===== src/rtl/core/asd_pkg.sv =====
// ----------------------------------------------------------------------------
// asd_pkg
// Shared types, constants and sensitivity tables for the shock detector.
// ----------------------------------------------------------------------------
package asd_pkg;

  localparam int SampleW  = 16;
  localparam int SensW    = 4;
  localparam int ThrW     = 10;
  localparam int LimW     = 6;
  localparam int TicksW   = 16;
  localparam int FastW    = 21;
  localparam int SlowW    = 25;
  localparam int FastShift = 4;
  localparam int SlowShift = 8;
  localparam int MeanW    = 17;
  localparam int DiffW    = 18;
  localparam int DiffSumW = 19;
  localparam int ActW     = 21;
  localparam int CntW     = 6;
  localparam int CfgIdxW  = 2;
  localparam int CfgDataW = 16;

  localparam logic [SensW-1:0]   SensMax    = 4'd8;
  localparam logic [SensW-1:0]   SensReset  = 4'd8;
  localparam logic [TicksW-1:0]  TicksReset = 16'd300;

  // register indices on the configuration port
  localparam logic [CfgIdxW-1:0] CFG_SENSITIVITY = 2'd0;
  localparam logic [CfgIdxW-1:0] CFG_ACT_TICKS   = 2'd1;

  typedef struct packed {
    logic [SensW-1:0]  sensitivity;
    logic [TicksW-1:0] act_ticks;
  } asd_cfg_t;

  typedef struct packed {
    logic             hit;   // sample-to-sample change above threshold
    logic [DiffW-1:0] diff;  // |slow mean - fast mean|
  } asd_axis_res_t;

  function automatic logic [ThrW-1:0] thr_lookup(input logic [SensW-1:0] sens);
    logic [ThrW-1:0] t;
    unique case (sens)
      4'd0:    t = 10'd950;
      4'd1:    t = 10'd800;
      4'd2:    t = 10'd650;
      4'd3:    t = 10'd550;
      4'd4:    t = 10'd500;
      4'd5:    t = 10'd450;
      4'd6:    t = 10'd400;
      4'd7:    t = 10'd350;
      default: t = 10'd320;
    endcase
    return t;
  endfunction

  function automatic logic [LimW-1:0] lim_lookup(input logic [SensW-1:0] sens);
    logic [LimW-1:0] l;
    unique case (sens)
      4'd0:    l = 6'd48;
      4'd1:    l = 6'd44;
      4'd2:    l = 6'd40;
      4'd3:    l = 6'd36;
      4'd4:    l = 6'd32;
      4'd5:    l = 6'd28;
      4'd6:    l = 6'd24;
      4'd7:    l = 6'd20;
      default: l = 6'd16;
    endcase
    return l;
  endfunction

endpackage


===== src/rtl/core/accel_shock_detector.sv =====
// ----------------------------------------------------------------------------
// accel_shock_detector
// Three-axis shock and activity detector, one result transaction per tick.
// ----------------------------------------------------------------------------
// Path: the input transaction is held in an input register, then in the result
//   register; out_valid rises when the result register is loaded.
// Throughput: one tick per cycle while the result is not held by out_stall.
// Reset (rst_n, synchronous): all detector state, timer and activity cleared;
//   sensitivity 8, activation ticks 300. Ready for input the cycle after.
module accel_shock_detector
  import asd_pkg::*;
(
  input  logic                clk,
  input  logic                rst_n,

  input  logic                in_valid,
  output logic                in_stall,
  input  logic                in_sample_valid,
  input  logic [SampleW-1:0]  in_accel_x,
  input  logic [SampleW-1:0]  in_accel_y,
  input  logic [SampleW-1:0]  in_accel_z,

  output logic                out_valid,
  input  logic                out_stall,
  output logic                out_shock,
  output logic [ActW-1:0]     out_activity,

  input  logic                cfg_valid,
  output logic                cfg_ready,
  input  logic [CfgIdxW-1:0]  cfg_index,
  input  logic [CfgDataW-1:0] cfg_wdata
);

  asd_cfg_t cfg;

  logic               s1_valid_r, s1_valid_nxt;
  logic               s1_smp_r;
  logic [SampleW-1:0] s1_x_r, s1_y_r, s1_z_r;

  logic               out_valid_r, out_valid_nxt;
  logic               out_shock_r;
  logic [ActW-1:0]    out_act_r;

  logic [CntW-1:0]    cnt_r,  cnt_nxt;
  logic [TicksW-1:0]  hold_r, hold_nxt;
  logic [ActW-1:0]    act_r,  act_nxt;

  logic               advance;
  logic               upd;
  logic [ThrW-1:0]    thr;
  logic [LimW-1:0]    lim;

  asd_axis_res_t      rx, ry, rz;

  logic [CntW-1:0]    cnt_dec;
  logic [CntW:0]      cnt_sum;
  logic [CntW-1:0]    cnt_wrap;
  logic               fire;
  logic [TicksW-1:0]  hold_dec;
  logic [DiffSumW-1:0] diffsum;
  logic [ActW:0]      act_calc;

  asd_cfg u_cfg (
    .clk       (clk),
    .rst_n     (rst_n),
    .cfg_valid (cfg_valid),
    .cfg_ready (cfg_ready),
    .cfg_index (cfg_index),
    .cfg_wdata (cfg_wdata),
    .cfg_o     (cfg)
  );

  // handshake: the result register frees as it is taken
  assign advance  = s1_valid_r & (~out_valid_r | ~out_stall);
  assign in_stall = s1_valid_r & ~advance;
  assign upd      = advance & s1_smp_r;

  assign thr = thr_lookup(cfg.sensitivity);
  assign lim = lim_lookup(cfg.sensitivity);

  asd_axis u_axis_x (.clk(clk), .rst_n(rst_n), .upd(upd), .sample(s1_x_r), .thr(thr), .res(rx));
  asd_axis u_axis_y (.clk(clk), .rst_n(rst_n), .upd(upd), .sample(s1_y_r), .thr(thr), .res(ry));
  asd_axis u_axis_z (.clk(clk), .rst_n(rst_n), .upd(upd), .sample(s1_z_r), .thr(thr), .res(rz));

  always_comb begin
    cnt_dec  = (cnt_r != '0) ? (cnt_r - 6'd1) : cnt_r;
    cnt_sum  = {1'b0, cnt_dec}
             + {{CntW-1{1'b0}}, rx.hit, 1'b0}
             + {{CntW-1{1'b0}}, ry.hit, 1'b0}
             + {{CntW-1{1'b0}}, rz.hit, 1'b0};
    cnt_wrap = cnt_sum[CntW-1:0];
    fire     = cnt_wrap > lim;

    hold_dec = (hold_r != '0) ? (hold_r - 16'd1) : hold_r;

    diffsum  = {1'b0, rx.diff} + {1'b0, ry.diff} + {1'b0, rz.diff};
    act_calc = {1'b0, act_r} - {4'd0, act_r[ActW-1:3]}
             + {{(ActW+1-DiffSumW){1'b0}}, diffsum};

    cnt_nxt  = cnt_r;
    hold_nxt = hold_dec;
    act_nxt  = act_r;
    if (s1_smp_r) begin
      cnt_nxt = fire ? '0 : cnt_wrap;
      act_nxt = act_calc[ActW-1:0];
      if (fire) begin
        hold_nxt = cfg.act_ticks;
      end
    end

    s1_valid_nxt  = in_stall ? s1_valid_r : in_valid;
    out_valid_nxt = advance ? 1'b1 : (out_valid_r & out_stall);
  end

  always_ff @(posedge clk) begin
    if (!rst_n) begin
      s1_valid_r  <= 1'b0;
      out_valid_r <= 1'b0;
      cnt_r       <= '0;
      hold_r      <= '0;
      act_r       <= '0;
    end else begin
      s1_valid_r  <= s1_valid_nxt;
      out_valid_r <= out_valid_nxt;
      if (advance) begin
        cnt_r  <= cnt_nxt;
        hold_r <= hold_nxt;
        act_r  <= act_nxt;
      end
    end
  end

  // payload registers
  always_ff @(posedge clk) begin
    if (in_valid && !in_stall) begin
      s1_smp_r <= in_sample_valid;
      s1_x_r   <= in_accel_x;
      s1_y_r   <= in_accel_y;
      s1_z_r   <= in_accel_z;
    end
    if (advance) begin
      out_shock_r <= (hold_nxt != '0);
      out_act_r   <= act_nxt;
    end
  end

  assign out_valid    = out_valid_r;
  assign out_shock    = out_shock_r;
  assign out_activity = out_act_r;

  // result register always mirrors the timer it was built from
  a_shock_mirror: assert property (@(posedge clk) disable iff (!rst_n)
    out_valid_r |-> (out_shock_r == (hold_r != '0)))
    else $error("shock flag out of step with hold timer");

  a_cnt_bound: assert property (@(posedge clk) disable iff (!rst_n)
    cnt_r <= 6'd48)
    else $error("impulse counter above largest limit");

  a_adv_fills: assert property (@(posedge clk) disable iff (!rst_n)
    advance |=> out_valid_r)
    else $error("advanced transaction lost");

  a_stall_src: assert property (@(posedge clk) disable iff (!rst_n)
    in_stall |-> (s1_valid_r && out_valid_r && out_stall))
    else $error("input stalled without back-pressure");

  a_idle_hold: assert property (@(posedge clk) disable iff (!rst_n)
    !advance |=> ($stable(act_r) && $stable(cnt_r)))
    else $error("detector state moved without a transaction");

endmodule


===== src/rtl/core/asd_cfg.sv =====
// ----------------------------------------------------------------------------
// asd_cfg
// Configuration registers: sensitivity and activation tick count.
// ----------------------------------------------------------------------------
module asd_cfg
  import asd_pkg::*;
(
  input  logic                clk,
  input  logic                rst_n,
  input  logic                cfg_valid,
  output logic                cfg_ready,
  input  logic [CfgIdxW-1:0]  cfg_index,
  input  logic [CfgDataW-1:0] cfg_wdata,
  output asd_cfg_t            cfg_o
);

  logic [SensW-1:0]  sens_r,  sens_nxt;
  logic [TicksW-1:0] ticks_r, ticks_nxt;
  logic              wr;

  assign cfg_ready = 1'b1;
  assign wr        = cfg_valid & cfg_ready;

  always_comb begin
    sens_nxt  = sens_r;
    ticks_nxt = ticks_r;
    if (wr) begin
      // a sensitivity whose low SensW bits exceed SensMax is dropped; upper bits are ignored
      if (cfg_index == CFG_SENSITIVITY && cfg_wdata[SensW-1:0] <= SensMax) begin
        sens_nxt = cfg_wdata[SensW-1:0];
      end
      if (cfg_index == CFG_ACT_TICKS) begin
        ticks_nxt = cfg_wdata[TicksW-1:0];
      end
    end
  end

  always_ff @(posedge clk) begin
    if (!rst_n) begin
      sens_r  <= SensReset;
      ticks_r <= TicksReset;
    end else begin
      sens_r  <= sens_nxt;
      ticks_r <= ticks_nxt;
    end
  end

  assign cfg_o.sensitivity = sens_r;
  assign cfg_o.act_ticks   = ticks_r;

endmodule


===== src/rtl/core/asd_axis.sv =====
// ----------------------------------------------------------------------------
// asd_axis
// Per-axis state: previous sample, fast and slow running sums.
// ----------------------------------------------------------------------------
module asd_axis
  import asd_pkg::*;
(
  input  logic               clk,
  input  logic               rst_n,
  input  logic               upd,
  input  logic [SampleW-1:0] sample,
  input  logic [ThrW-1:0]    thr,
  output asd_axis_res_t      res
);

  logic [SampleW-1:0] prev_r, prev_nxt;
  logic [FastW-1:0]   fast_r, fast_nxt;
  logic [SlowW-1:0]   slow_r, slow_nxt;

  logic [SampleW:0]   step_d;
  logic [SampleW:0]   step_abs;
  logic [FastW:0]     fast_calc;
  logic [SlowW:0]     slow_calc;
  logic [MeanW-1:0]   fast_mean;
  logic [MeanW-1:0]   slow_mean;
  logic [DiffW-1:0]   mean_d;

  always_comb begin
    // change since previous sample, 17-bit two's complement
    step_d   = {sample[SampleW-1], sample} - {prev_r[SampleW-1], prev_r};
    step_abs = step_d[SampleW] ? (~step_d + 17'd1) : step_d;

    fast_calc = {fast_r[FastW-1], fast_r}
              - {{(FastShift+1){fast_r[FastW-1]}}, fast_r[FastW-1:FastShift]}
              + {{(FastW+1-SampleW){sample[SampleW-1]}}, sample};
    fast_nxt  = fast_calc[FastW-1:0];

    slow_calc = {slow_r[SlowW-1], slow_r}
              - {{(SlowShift+1){slow_r[SlowW-1]}}, slow_r[SlowW-1:SlowShift]}
              + {{(SlowW+1-SampleW){sample[SampleW-1]}}, sample};
    slow_nxt  = slow_calc[SlowW-1:0];

    // old slow mean against updated fast mean (floor shifts)
    slow_mean = slow_r[SlowW-1:SlowShift];
    fast_mean = fast_nxt[FastW-1:FastShift];
    mean_d    = {slow_mean[MeanW-1], slow_mean} - {fast_mean[MeanW-1], fast_mean};

    prev_nxt  = sample;

    res.hit   = step_abs > {{(SampleW+1-ThrW){1'b0}}, thr};
    res.diff  = mean_d[DiffW-1] ? (~mean_d + 18'd1) : mean_d;
  end

  always_ff @(posedge clk) begin
    if (!rst_n) begin
      prev_r <= '0;
      fast_r <= '0;
      slow_r <= '0;
    end else if (upd) begin
      prev_r <= prev_nxt;
      fast_r <= fast_nxt;
      slow_r <= slow_nxt;
    end
  end

endmodule

===== config.mk =====
export PLATFORM = sky130hd
export DESIGN_NAME = accel_shock_detector
export DESIGN_NICKNAME = d
export VERILOG_FILES = /design/src/rtl/core/asd_pkg.sv /design/src/rtl/core/accel_shock_detector.sv /design/src/rtl/core/asd_cfg.sv /design/src/rtl/core/asd_axis.sv
export SDC_FILE = /design/constraint.sdc
export NUM_CORES = 2
export LEC_CHECK = 0
export BUFFER_PORTS_ARGS = -buffer_cell sky130_fd_sc_hd__buf_4
export CORE_ASPECT_RATIO = 0.5
export CORE_MARGIN = 1
export CORE_UTILIZATION = 66
export CTS_BUF_LIST = sky130_fd_sc_hd__clkbuf_2 sky130_fd_sc_hd__clkbuf_4 sky130_fd_sc_hd__clkbuf_8
export CTS_CLUSTER_SIZE = 10
export DETAILED_ROUTE_END_ITERATION = 10
export PLACE_DENSITY = 0.94
export SYNTH_ARGS = -nofsm -noshare
export SYNTH_HDL_FRONTEND = slang
export SYNTH_SLANG_ARGS = --single-unit

===== constraint.sdc =====
create_clock -name clk -period 14.55 [get_ports clk]
set_input_delay 0.7275 -clock clk [delete_from_list [all_inputs] [get_ports clk]]
set_output_delay 0.7275 -clock clk [all_outputs]
set_load 0.01 [all_outputs]

==> qor.txt <==
CLOCKING
--------------------------------------------------------------------------------------
Clock Latency Late Sink                                                        0.70 ns
CTS Buffer Depth                                                                     3
Clock root buffer master                                                  sky130_fd_sc_hd__clkbuf_8
Clock slew at the register clock pins of the worst setup and hold paths        0.07 ns
Number of buffers inserted by post-CTS setup repair                                  0
Cts-stage hold buffer count                                                          0
TritonCTS Buffers                                                                   52
CTS tree                                                                          done
Sinks on the clock net                                                             335
Gates resized, CTS repair                                                            0
Depth of the CTS H-tree                                                              2

TIMING
--------------------------------------------------------------------------------------
Minimum setup slack in the final design                                       1.814 ns
Ratio of final minimum period to clock period                                   87.53%
Post-layout min period                                                        12.74 ns
Max-slew headroom at the worst pin                                              23.95%
Fmax achieved                                                                78.52 MHz
Actual slew at the worst max-slew pin                                         1.141 ns
Number of setup violations in the final report                                       0
Setup TNS                                                                         0 ns
Final worst clock skew                                                      0.06662 ns
Count of final hold-check violations                                                 0
Number of max-slew violations in the final report                                    0
RSZ-0062 raised after global routing                                                no

FLOW RUN
--------------------------------------------------------------------------------------
Max-capacitance violation count                                                      0

YOSYS
--------------------------------------------------------------------------------------
Synthesized area                                                           0.03201 mm2
Post-synthesis net count                                                          4654
Sequential-to-total area share from yosys stat                                  23.17%
Cell taking the most area after synthesis                                 sky130_fd_sc_hd__dfxtp_1
Ys flop type                                                              sky130_fd_sc_hd__dfxtp_1
Number of register bits inferred by synthesis                                      335
Number of synthesis warnings                                                         0
Avg Synthesized Cell Area                                                    7.826 um2
FFs w/ async S/R, synth                                                             0%
Synth area leaders                                                        sky130_fd_sc_hd__dfxtp_1, sky130_fd_sc_hd__ha_1, sky130_fd_sc_hd__fa_1, sky130_fd_sc_hd__inv_1, sky130_fd_sc_hd__edfxtp_1
Number of distinct library cells after synthesis                                    80
Number of synthesized flops with an enable pin                                      71
Area fraction of the dominant cell type after synthesis                         16.51%
Post-synthesis instance total                                                     4090

WORST SETUP PATH
--------------------------------------------------------------------------------------
Required time reported for the critical path endpoint                         14.98 ns
Most frequent cell on the critical path                                   sky130_fd_sc_hd__a21oi_1
Endpoint type of the worst setup path                                             flop
Worst path max stage delay                                                     0.77 ns
Type of element launching the critical path                                       flop
Cell type of the slowest stage on the worst timing path                   sky130_fd_sc_hd__nor2_1
Worst reg-to-reg setup slack                                                   1.81 ns
Top Family by Delay on Critical Path                                      compound AO/OA/AOI/OAI gates
Number of buffers and inverters on the critical path                                 4
CP max FO                                                                           16
Data arrival at the endpoint of the critical path                             13.16 ns
Classification of the worst setup path                                         reg2reg

LAYOUT
--------------------------------------------------------------------------------------
Multi-input combinational cell area                                        0.02158 mm2
Sequential standard cell area                                             0.007417 mm2
Count of nets after finishing                                                     4706
# fillers                                                                         3371
Synthesis-to-layout area growth                                                 7.454%
Share of layout cells above drive strength 1                                    5.829%

GLOBAL ROUTE
--------------------------------------------------------------------------------------
First-pass GRT wire length                                                   136600 um
Maximum number of pins on one net before global-route repair                       101
Vias in the first global route                                                   27790
Initial antenna violation count                                                      3
Total global-route track usage                                                  33.94%
Total grt overflow                                                                   0

FLOORPLAN
--------------------------------------------------------------------------------------
Core area                                                                  0.04737 mm2
Area of the die                                                            0.04944 mm2
Number of top-level pins                                                            97
Chip Width                                                                    313.4 um
Starting utilization of the core area                                           67.58%
Vert. Die Dim                                                                 157.7 um
Std cell rows                                                                       56

ROUTING
--------------------------------------------------------------------------------------
Total number of vias                                                             28852
Drt initial violations                                                            2885
Average detailed-routed wire length per instance                              17.49 um
Final WL                                                                      84410 um
Post-detailed-route via-to-cell ratio                                            5.980
DRC Markers                                                                          0
Post-route antenna net violation count                                               0
DRT Pass-1 Iters                                                                     7

MIN PATH
--------------------------------------------------------------------------------------
Type of the most critical hold path                                             in2reg

PLACED DESIGN
--------------------------------------------------------------------------------------
Post-Place Worst Slack                                                        2.085 ns
Routability congestion estimate                                                  1.010
Total of buffers placed on input and output ports                                   95
DP HPWL                                                                       63140 um

OUTCOME
--------------------------------------------------------------------------------------
Result of the run                                                         finished clean

[placed cells by master, fill, tap and decap left out, types with 12 or more instances in the layout]
| cell type | instances |
|---|---|
| sky130_fd_sc_hd__a211oi_1 | 33 |
| sky130_fd_sc_hd__a21boi_0 | 34 |
| sky130_fd_sc_hd__a21o_1 | 65 |
| sky130_fd_sc_hd__a21oi_1 | 384 |
| sky130_fd_sc_hd__a31oi_1 | 21 |
| sky130_fd_sc_hd__and2_1 | 16 |
| sky130_fd_sc_hd__and3_1 | 18 |
| sky130_fd_sc_hd__buf_4 | 107 |
| sky130_fd_sc_hd__clkbuf_4 | 16 |
| sky130_fd_sc_hd__clkbuf_8 | 55 |
| sky130_fd_sc_hd__dfxtp_1 | 264 |
| sky130_fd_sc_hd__edfxtp_1 | 71 |
| sky130_fd_sc_hd__fa_1 | 176 |
| sky130_fd_sc_hd__ha_1 | 316 |
| sky130_fd_sc_hd__inv_1 | 698 |
| sky130_fd_sc_hd__mux2i_1 | 22 |
| sky130_fd_sc_hd__nand2_1 | 494 |
| sky130_fd_sc_hd__nand2b_1 | 46 |
| sky130_fd_sc_hd__nand3_1 | 51 |
| sky130_fd_sc_hd__nand4_1 | 16 |
| sky130_fd_sc_hd__nor2_1 | 321 |
| sky130_fd_sc_hd__nor2b_1 | 47 |
| sky130_fd_sc_hd__nor3_1 | 75 |
| sky130_fd_sc_hd__nor4_1 | 19 |
| sky130_fd_sc_hd__o211ai_1 | 12 |
| sky130_fd_sc_hd__o21a_1 | 25 |
| sky130_fd_sc_hd__o21ai_0 | 179 |
| sky130_fd_sc_hd__o21bai_1 | 32 |
| sky130_fd_sc_hd__o31ai_1 | 20 |
| sky130_fd_sc_hd__or3_1 | 29 |
| sky130_fd_sc_hd__xnor2_1 | 214 |
| sky130_fd_sc_hd__xor2_1 | 98 |
[logic make-up after synthesis]
group / Yosys count / synth area share (%)
simple gates: 1196 / 16.79
buf+inv: 808 / 9.495
xor+xnor: 313 / 8.588
compound gates: 897 / 17.02
flops: 335 / 23.17
fa+ha+maj: 509 / 23.92
other cells: 1 / 0.01172
mux: 31 / 1.005
[layer usage]
layer | GRT usage (%) | routed length, um | vias to the layer above
met2 | 55.53 | 37480 | 1360
li1 | - | - | 13606
met3 | 7.584 | 8527 | 308
met5 | 0 | 6 | -
met4 | 12.75 | 3270 | 2
met1 | 44.10 | 35130 | 13576
[final cells by class]
class,count,share of cell area (%)
well taps,638,2.321
repair buffers,107,2.335
flip-flops and latches,335,21.56
clock inverters,27,0.8403
clock buffers,71,2.550
multi-input cells,2947,62.74
inverters,699,7.643
diodes,1,0.007275
[per-stage QoR]
step                utilization, %  area [um2]  cells  hold slack, ns
finish                       72.62       34400   4825          0.2157
detailed placement           70.15       33230   4726          0.4446
floorplan                        -       32010   4090          0.4319
global placement             70.15       33230   4726          0.4382
global route                 72.62       34400   4825          0.2098
CTS                          72.61       34390   4824          0.2028
[cells in the mapped netlist (all sizes together) (51+ instances only)]
library cell	n
o21ai	180
inv	698
nand2	495
xor2	98
dfxtp	264
xnor2	215
a21o	65
nor2	321
nor3	75
ha	316
nand3	51
clkbuf	103
fa	176
a21oi	385
edfxtp	71
[path summary, 6_finish.rpt]
check             cells past startpoint                             from                         endpoint
setup / recovery                     48              s1_y_r[1]$_DFFE_PP_       out_activity[20]$_DFFE_PP_
hold / removal                        1                   in_accel_z[14]             s1_z_r[14]$_DFFE_PP_
setup reg to reg                     48              s1_y_r[1]$_DFFE_PP_       out_activity[20]$_DFFE_PP_
hold reg to reg                       2  u_axis_z.slow_r[6]$_SDFFE_PN0P_  u_axis_z.slow_r[6]$_SDFFE_PN0P_
[state kept, by name, summed over array words and instances, names as in the netlist, 6 cells and up, named ones only]
name and flops:
u_axis_z.slow_r 25, u_axis_x.slow_r 25, s1_y_r 16, u_axis_y.slow_r 25, u_cfg.ticks_r 16, u_axis_y.prev_r 16, u_axis_y.fast_r 21, u_axis_x.fast_r 21
cnt_r 6, s1_x_r 16, u_axis_x.prev_r 16, act_r 21, u_axis_z.prev_r 16, out_activity 21, u_axis_z.fast_r 21, hold_r 16
s1_z_r 16
Power is not shown: default switching activity piles up to over one toggle a cycle in this logic, so the estimate is an artifact.
